<file path="src/hw/rtl/bmst_pkg.sv">
package bmst_pkg;

  localparam int MaxNodes = 64;
  localparam int MaxEdges = 1024;
  localparam int NodeW    = $clog2(MaxNodes);
  localparam int EdgeAW   = $clog2(MaxEdges);
  localparam int CntW     = EdgeAW + 1;
  localparam int NcW      = 7;
  localparam int WeightW  = 32;
  localparam int TotalW   = 40;

  typedef enum logic [3:0] {
    OP_NONE,
    OP_LOAD,
    OP_ROUND,
    OP_E_RD,
    OP_R_RD,
    OP_RETIRE,
    OP_CA_RD,
    OP_CA_UPD,
    OP_CB_UPD,
    OP_AP_INIT,
    OP_P_RD,
    OP_PR_RD,
    OP_JOIN,
    OP_SWEEP,
    OP_FINISH
  } op_e;

  typedef struct packed {
    op_e op;
  } cmd_t;

  typedef struct packed {
    logic scan_end;
    logic edge_ok;
    logic same_root;
    logic any_cross;
    logic r_end;
    logic pick_valid;
    logic sweep_done;
    logic forest_done;
  } status_t;

  typedef struct packed {
    logic               live;
    logic [NodeW-1:0]   a;
    logic [NodeW-1:0]   b;
    logic [WeightW-1:0] w;
  } edge_t;

  typedef struct packed {
    logic [NodeW-1:0]   a;
    logic [NodeW-1:0]   b;
    logic [WeightW-1:0] w;
  } pick_t;

endpackage

</file>
<file path="src/hw/rtl/bmst_ctrl.sv">
module bmst_ctrl (
  input  logic             clk_i,
  input  logic             rst_ni,
  input  logic             start_i,
  input  logic             last_edge_i,
  input  bmst_pkg::status_t status_i,
  output bmst_pkg::cmd_t   cmd_o,
  output logic             busy_o
);
  import bmst_pkg::*;

  localparam logic [3:0] ST_IDLE     = 4'd0;
  localparam logic [3:0] ST_ROUND    = 4'd1;
  localparam logic [3:0] ST_E_RD     = 4'd2;
  localparam logic [3:0] ST_E_CHK    = 4'd3;
  localparam logic [3:0] ST_R_CHK    = 4'd4;
  localparam logic [3:0] ST_CA_UPD   = 4'd5;
  localparam logic [3:0] ST_CB_UPD   = 4'd6;
  localparam logic [3:0] ST_AP_INIT  = 4'd7;
  localparam logic [3:0] ST_P_RD     = 4'd8;
  localparam logic [3:0] ST_P_CHK    = 4'd9;
  localparam logic [3:0] ST_P_JCHK   = 4'd10;
  localparam logic [3:0] ST_SWEEP    = 4'd11;
  localparam logic [3:0] ST_FINISH   = 4'd12;

  logic [3:0] state_q, state_d;

  always_ff @(posedge clk_i or negedge rst_ni) begin
    if (!rst_ni) begin
      state_q <= ST_IDLE;
    end else begin
      state_q <= state_d;
    end
  end

  always_comb begin
    state_d   = state_q;
    cmd_o.op  = OP_NONE;
    unique case (state_q)
      ST_IDLE: begin
        if (start_i) begin
          cmd_o.op = OP_LOAD;
          if (last_edge_i) state_d = ST_ROUND;
        end
      end
      ST_ROUND: begin
        cmd_o.op = OP_ROUND;
        state_d  = ST_E_RD;
      end
      ST_E_RD: begin
        if (status_i.scan_end) begin
          state_d = status_i.any_cross ? ST_AP_INIT : ST_FINISH;
        end else begin
          cmd_o.op = OP_E_RD;
          state_d  = ST_E_CHK;
        end
      end
      ST_E_CHK: begin
        if (status_i.edge_ok) begin
          cmd_o.op = OP_R_RD;
          state_d  = ST_R_CHK;
        end else begin
          state_d = ST_E_RD;
        end
      end
      ST_R_CHK: begin
        // both ends in one component: retire the edge
        if (status_i.same_root) begin
          cmd_o.op = OP_RETIRE;
          state_d  = ST_E_RD;
        end else begin
          cmd_o.op = OP_CA_RD;
          state_d  = ST_CA_UPD;
        end
      end
      ST_CA_UPD: begin
        cmd_o.op = OP_CA_UPD;
        state_d  = ST_CB_UPD;
      end
      ST_CB_UPD: begin
        cmd_o.op = OP_CB_UPD;
        state_d  = ST_E_RD;
      end
      ST_AP_INIT: begin
        cmd_o.op = OP_AP_INIT;
        state_d  = ST_P_RD;
      end
      ST_P_RD: begin
        if (status_i.r_end) begin
          state_d = status_i.forest_done ? ST_FINISH : ST_ROUND;
        end else begin
          cmd_o.op = OP_P_RD;
          state_d  = ST_P_CHK;
        end
      end
      ST_P_CHK: begin
        if (status_i.pick_valid) begin
          cmd_o.op = OP_PR_RD;
          state_d  = ST_P_JCHK;
        end else begin
          state_d = ST_P_RD;
        end
      end
      ST_P_JCHK: begin
        if (status_i.same_root) begin
          state_d = ST_P_RD;
        end else begin
          cmd_o.op = OP_JOIN;
          state_d  = ST_SWEEP;
        end
      end
      ST_SWEEP: begin
        cmd_o.op = OP_SWEEP;
        if (status_i.sweep_done) state_d = ST_P_RD;
      end
      ST_FINISH: begin
        cmd_o.op = OP_FINISH;
        state_d  = ST_IDLE;
      end
      default: state_d = ST_IDLE;
    endcase
  end

  assign busy_o = (state_q != ST_IDLE);

endmodule

</file>
<file path="config.mk">
export PLATFORM = sky130hd
export DESIGN_NAME = bmst_ctrl
export DESIGN_NICKNAME = d
export VERILOG_FILES = /design/src/hw/rtl/bmst_pkg.sv /design/src/hw/rtl/bmst_ctrl.sv
export SDC_FILE = /design/constraint.sdc
export NUM_CORES = 1
export LEC_CHECK = 0
export ABC_AREA = 0
export BUFFER_PORTS_ARGS = -buffer_cell sky130_fd_sc_hd__buf_2
export CAP_MARGIN = 30
export CORE_AREA = 4 4 41 43
export CTS_CLUSTER_DIAMETER = 50
export DETAILED_ROUTE_END_ITERATION = 16
export DIE_AREA = 0 0 45 47
export PLACE_DENSITY_LB_ADDON = 0.25
export SLEW_MARGIN = 20
export SYNTH_ARGS = -nofsm -noshare
export SYNTH_HDL_FRONTEND = slang
export SYNTH_SLANG_ARGS = --single-unit
export TNS_END_PERCENT = 5
</file>
<file path="constraint.sdc">
create_clock -name clk_i -period 1.7 [get_ports clk_i]
set_input_delay 0.085 -clock clk_i [delete_from_list [all_inputs] [get_ports clk_i]]
set_output_delay 0.085 -clock clk_i [all_outputs]
set_load 0.02 [all_outputs]
</file>
==> metrics.yaml, run 1 <==
via_per_inst: 5.84
cts_buffers: 3
drtPass1Iterations: 4
grt_usage_pct: 15.8
top_register: "state_q"
seqPwrFrac_pct: 23.5
antenna_cells: 0
synth-seq-cells: 4
reg_top3: "state_q (4)"
largest_register_ffs: 4
fp.dieH_um: 47
switching_share_pct: 51.0
cts.path.max_buffers: 2
dieArea_um2: 2120
setup_viol: 0
startpoint_type: "register"
period_needed_ns: 1.66
ys_warn_count: 0
drive_gt1_share_pct: 32.6
arrival_ns: 1.57
pin_count: 17
finalHoldViolCount: 0
vdd_drop_max_mv: 0.740
rows: 13
final_cell_mix: "buf_2 (16), nand2_1 (11), nor2_1 (6), buf_4 (5), dfrtp_2 (4)"
syn_avg_cell_area_um2: 6.72
cts_root_buffer: "clkbuf_4"
drv_slew: 0
p_total_mw: 1.28
drv_cap: 0
final_common_cell: "buf_2"
core_um2: 1300
status: "complete, no violations"
place.gp.congestion: 0.840
path_clk_slew_ns: 0.04
portBuffers: 16
timing_worst_setup_path_type: "register to output port"
crit_fanout: 9
htreeDepth: 1
grt_max_degree: 16
post_cts_buffers: 0
worst_ep_required_time_ns: 1.62
nets: 106
grt_pass1_vias: 534
p_leak_nw: 0.304
synth_area_um2: 490
netSwitchingPower_uw: 652
syn_nets: 85
clock.fmax_mhz: 603
initial_core_util_pct: 37.7
finClkSkew_ns: 0.000494
area_growth_pct: 33.2
synth_top_area_cell: "dfrtp_1"
synth_top_area_share_pct: 20.4
num_vias: 625
cellInternalPower_uw: 627
finalSetupTns_ns: 0
grt_pass1_wl_mm: 2.49
relSlewSlack_pct: 79.5
die_w_um: 45
cts_tree: "done"
fin_hold_ws_ns: 0.172
power_frac_clock_pct: 8.9
cts_sinks: 4
worst_pin_slew_ns: 0.306
synth_cell_types: 31
p_per_area_nw_per_um2: 1960
drt_iter0_drc: 13
wirelength_mm: 1.51
dp_hpwl_mm: 1.10
avgRoutedWirePerCell_um: 14.1
fillers: 151
cp-end-kind: "output port"
placed_cells: 103
syn_inst: 73
drc: 0
clkLatencyLatePin_ns: 0.23
hold_path.class: "input port to register"
grt_antenna_before_repair: 0
synthTopCellsByArea: "dfrtp_1 (20%), nand2_1 (8.4%), nor2_1 (5.4%), nand2b_1 (5.1%), nor2b_1 (3.8%)"
grt_remaining_overflow: 0
finalCritPeriodShare_pct: 97.5
drtAntennaViolNets: 0
comb_power_share_pct: 67.5
seq_area_frac_synth_pct: 20.4
instances_no_fill: 107
layout make-up:
cell class                 count  area [um^2]  area share [%]
multi-input combinational     60          368            56.3
timing repair buffer          22          128            19.5
sequential                     4          105            16.1
clock buffer                   3         22.5            3.45
tap                           15         18.8            2.87
inverter                       3         11.3            1.72
per-stage QoR:
step	util (%)	instance area, um^2	setup slack [ns]
floorplan	-	490	0.263
global placement	46.2	601	0.154
detailed placement	46.2	601	0.150
CTS	48.9	637	0.0149
global route	50.2	653	-0.0145
finish	50.2	653	0.0424
power by group through the flow:
stage | combinational (mW) | sequential, mW | clock [mW]
5_1_grt | 0.949 | 0.313 | 0.130
3_3_place_gp | 0.828 | 0.272 | 0
6_report | 0.864 | 0.301 | 0.114
3_5_place_dp | 0.829 | 0.274 | 0
2_1_floorplan | 0.683 | 0.166 | 0
4_1_cts | 0.840 | 0.278 | 0.119
cells in the mapped netlist:
cell type  number
buf_2           3
a211oi_1        1
nor3b_1         2
a221oi_1        1
nand2_1        11
a22oi_1         2
o22ai_1         2
a221o_1         1
nor2_1          7
o211ai_1        1
or3_1           1
a21oi_1         3
o32ai_1         1
a311oi_1        1
o311ai_1        1
a311o_1         1
and3b_1         1
o211a_1         1
nor2b_1         3
o21ai_0         3
nand2b_1        4
nand3_1         3
clkbuf_1        3
a21o_1          1
nand3b_1        1
and3_1          1
nor3_1          1
o21ai_1         3
inv_1           3
o2bb2ai_1       2
dfrtp_1         4
routing by layer:
layer  share of wire, %  GRT usage (%)  vias up
met5                  0              0        -
met4                  0           1.75        0
met3                6.0           4.60        0
met2                 49           24.0       24
met1                 45           22.9      292
li1                   -              -      309
cell families (layout without fill, tap and decap cells):
group | count (synthesis) | in the layout | synth area share (%)
and+or+nand+nor | 35 | 35 | 35.7
AOI/OAI and AO/OA | 25 | 25 | 36.2
buffers and inverters | 9 | 28 | 7.65
DFF | 4 | 4 | 20.4
repair_timing:
| item | CTS | global route |
|---|---|---|
| hold buffers | 1 | 0 |
| endpoints found under the hold margin | 4 | 0 |
| gates resized for setup | 2 | 5 |
| cloned | 0 | 0 |
| setup endpoints to repair | 2 | 3 |
final timing paths:
kind	from	to	slack, ns	cells past startpoint
hold reg to reg	state_q[0]	state_q[3]	0.71	2
max in group asynchronous	rst_ni	state_q[2]	1.36	2
hold / removal	status_i[1]	state_q[0]	0.17	3
setup / recovery	state_q[3]	cmd_o[0]	0.04	5
min in group asynchronous	rst_ni	state_q[1]	0.21	2
setup reg to reg	state_q[0]	state_q[0]	0.20	4
critical path, cell delays in order, from the launching register on:
cell and delay (ns):
dfrtp_2 0.47, buf_4 0.18, o32ai_1 0.29, nand2_1 0.11, o311ai_1 0.08, buf_2 0.21
Note: power is estimated with default switching activity, not from simulation.
==> run 2: changes to the inputs <==
- RECOVER_POWER: unset -> 25
==> metrics.yaml, run 2 (same netlist as run 1, synthesis figures left out) <==
status: "complete, no violations"
grt_remaining_overflow: 0  # unchanged
rows: 13  # unchanged
portBuffers: 16  # unchanged
min_from: "status_i[1]"
drtPass1Iterations: 4  # unchanged
wirelength_mm: 1.51  # +0.13%
p_per_area_nw_per_um2: 1960  # about the same
fillers: 151  # unchanged
path_clk_slew_ns: 0.04  # about the same
via_per_inst: 5.82  # -0.32%
layout_setup_ws_ns: 0.0365  # -0.00586 ns
clock.fmax_mhz: 601  # -0.35%
cts_tree: "done"
comb_power_share_pct: 67.5  # about the same
grt_pass1_vias: 534  # unchanged
p_total_mw: 1.28  # -0.13%
top_register: "state_q"
grt_pass1_wl_mm: 2.49  # unchanged
htreeDepth: 1  # unchanged
fp.dieH_um: 47  # unchanged
dp_hpwl_mm: 1.10  # unchanged
cp-end-kind: "output port"
switching_share_pct: 51.0  # about the same
dieArea_um2: 2120  # unchanged
drv_slew: 0  # unchanged
period_needed_ns: 1.66  # +0.00586 ns
drv_cap: 0  # unchanged
cts_buffers: 3  # unchanged
finalHoldViolCount: 0  # unchanged
grt_antenna_before_repair: 0  # unchanged
cts_sinks: 4  # unchanged
finalCritPeriodShare_pct: 97.9  # +0.34 points
cellInternalPower_uw: 626  # about the same
nets: 106  # unchanged
antenna_cells: 0  # unchanged
fin_hold_ws_ns: 0.173  # +0.000527 ns
clkLatencyLatePin_ns: 0.23  # about the same
seqPwrFrac_pct: 23.6  # about the same
timing_worst_setup_path_type: "register to output port"
place.gp.congestion: 0.840  # unchanged
grt_max_degree: 16  # unchanged
pre_cts_slack_ns: 0.150  # unchanged
core_um2: 1300  # unchanged
power_frac_clock_pct: 8.9  # about the same
postPlaceCellArea_um2: 601  # unchanged
worst_pin_slew_ns: 0.310  # +0.00457 ns
final_cell_mix: "buf_2 (15), nand2_1 (11), nor2_1 (6), buf_4 (5), dfrtp_2 (4)"
drt_iter0_drc: 11  # -2
final_common_cell: "buf_2"
drive_gt1_share_pct: 31.5  # -1.1 points
initial_core_util_pct: 37.7  # unchanged
hold_path.class: "input port to register"
r2r-start: "state_q[0]"
vdd_drop_max_mv: 0.738  # -0.33%
setup_viol: 0  # unchanged
area_growth_pct: 32.9
pin_count: 17  # unchanged
cts_root_buffer: "clkbuf_4"
worst_ep_required_time_ns: 1.62  # about the same
crit_fanout: 9  # unchanged
relSlewSlack_pct: 79.2  # -0.31 points
finClkSkew_ns: 0.000491  # -0.00000339 ns
fin_area_um2: 652  # -0.19%
largest_register_ffs: 4  # unchanged
startpoint: "state_q[3]"
num_vias: 623  # -0.32%
cts.path.max_buffers: 2  # unchanged
p_leak_nw: 0.301  # -0.91%
drc: 0  # unchanged
drtAntennaViolNets: 0  # unchanged
avgRoutedWirePerCell_um: 14.1  # +0.13%
die_w_um: 45  # unchanged
arrival_ns: 1.58  # about the same
post_cts_buffers: 0  # unchanged
grt_usage_pct: 15.8  # unchanged
startpoint_type: "register"
utilization_pct: 50.1  # -0.096 points
reg_top3: "state_q (4)"
netSwitchingPower_uw: 651  # -0.19%
## run 2: cell types whose count changed in the layout (fill, tap and decap cells not counted)
cell      change
buf_2         -1
clkbuf_1      +1
## run 2: critical path: stages (launching register included)
cell and delay (ns):
dfrtp_2 0.47, buf_4 0.18, o32ai_1 0.30, nand2_1 0.11, o311ai_1 0.08, buf_2 0.21
## run 2: per-layer routing
| layer | track usage (%) | wire (um) | up-vias |
|---|---|---|---|
| li1 | - | - | 309 |
| met1 | 22.9 | 690 | 292 |
| met2 | 24.0 | 732 | 22 |
| met3 | 4.60 | 87 | 0 |
| met4 | 1.75 | 0 | 0 |
| met5 | 0 | 0 | - |
## run 2: final cells by class
class / count / area (um^2) / share of cell area [%]
flip-flops and latches: 4 / 105 / 16.1
clock buffers: 3 / 22.5 / 3.45
repair buffers: 22 / 126 / 19.4
inverters: 3 / 11.3 / 1.73
multi-input cells: 60 / 368 / 56.4
well taps: 15 / 18.8 / 2.88
## run 2: path summary, 6_finish.rpt
check,slack (ns),to,depth (start not counted)
worst max-delay path,0.04,cmd_o[0],5
worst min-delay path,0.17,state_q[0],3
worst max register to register,0.20,state_q[0],4
worst min register to register,0.72,state_q[3],2
max in group asynchronous,1.27,state_q[2],2
min in group asynchronous,0.23,state_q[1],2
## run 2: timing repair
| action | 4_1_cts | 5_1_grt |
|---|---|---|
| gates cloned | 0 | 0 |
| hold buffers | 1 | 0 |
| pin swaps | 0 | 0 |
| hold endpoints to repair | 4 | 0 |
| setup endpoints to repair | 2 | 3 |
| gates resized for setup | 2 | 5 |
## run 2: metrics by stage
step,setup TNS (ns),cells
6_report,0,107
5_1_grt,-0.0158,107
4_1_cts,0,107
3_5_place_dp,0,103
3_3_place_gp,0,103
2_1_floorplan,0,73
## run 2: power groups by stage
| stage | combinational, mW | sequential [mW] | clock (mW) |
|---|---|---|---|
| CTS | 0.840 | 0.278 | 0.119 |
| detailed placement | 0.829 | 0.274 | 0 |
| global placement | 0.828 | 0.272 | 0 |
| global route | 0.949 | 0.313 | 0.130 |
| finish | 0.862 | 0.301 | 0.114 |
| floorplan | 0.683 | 0.166 | 0 |
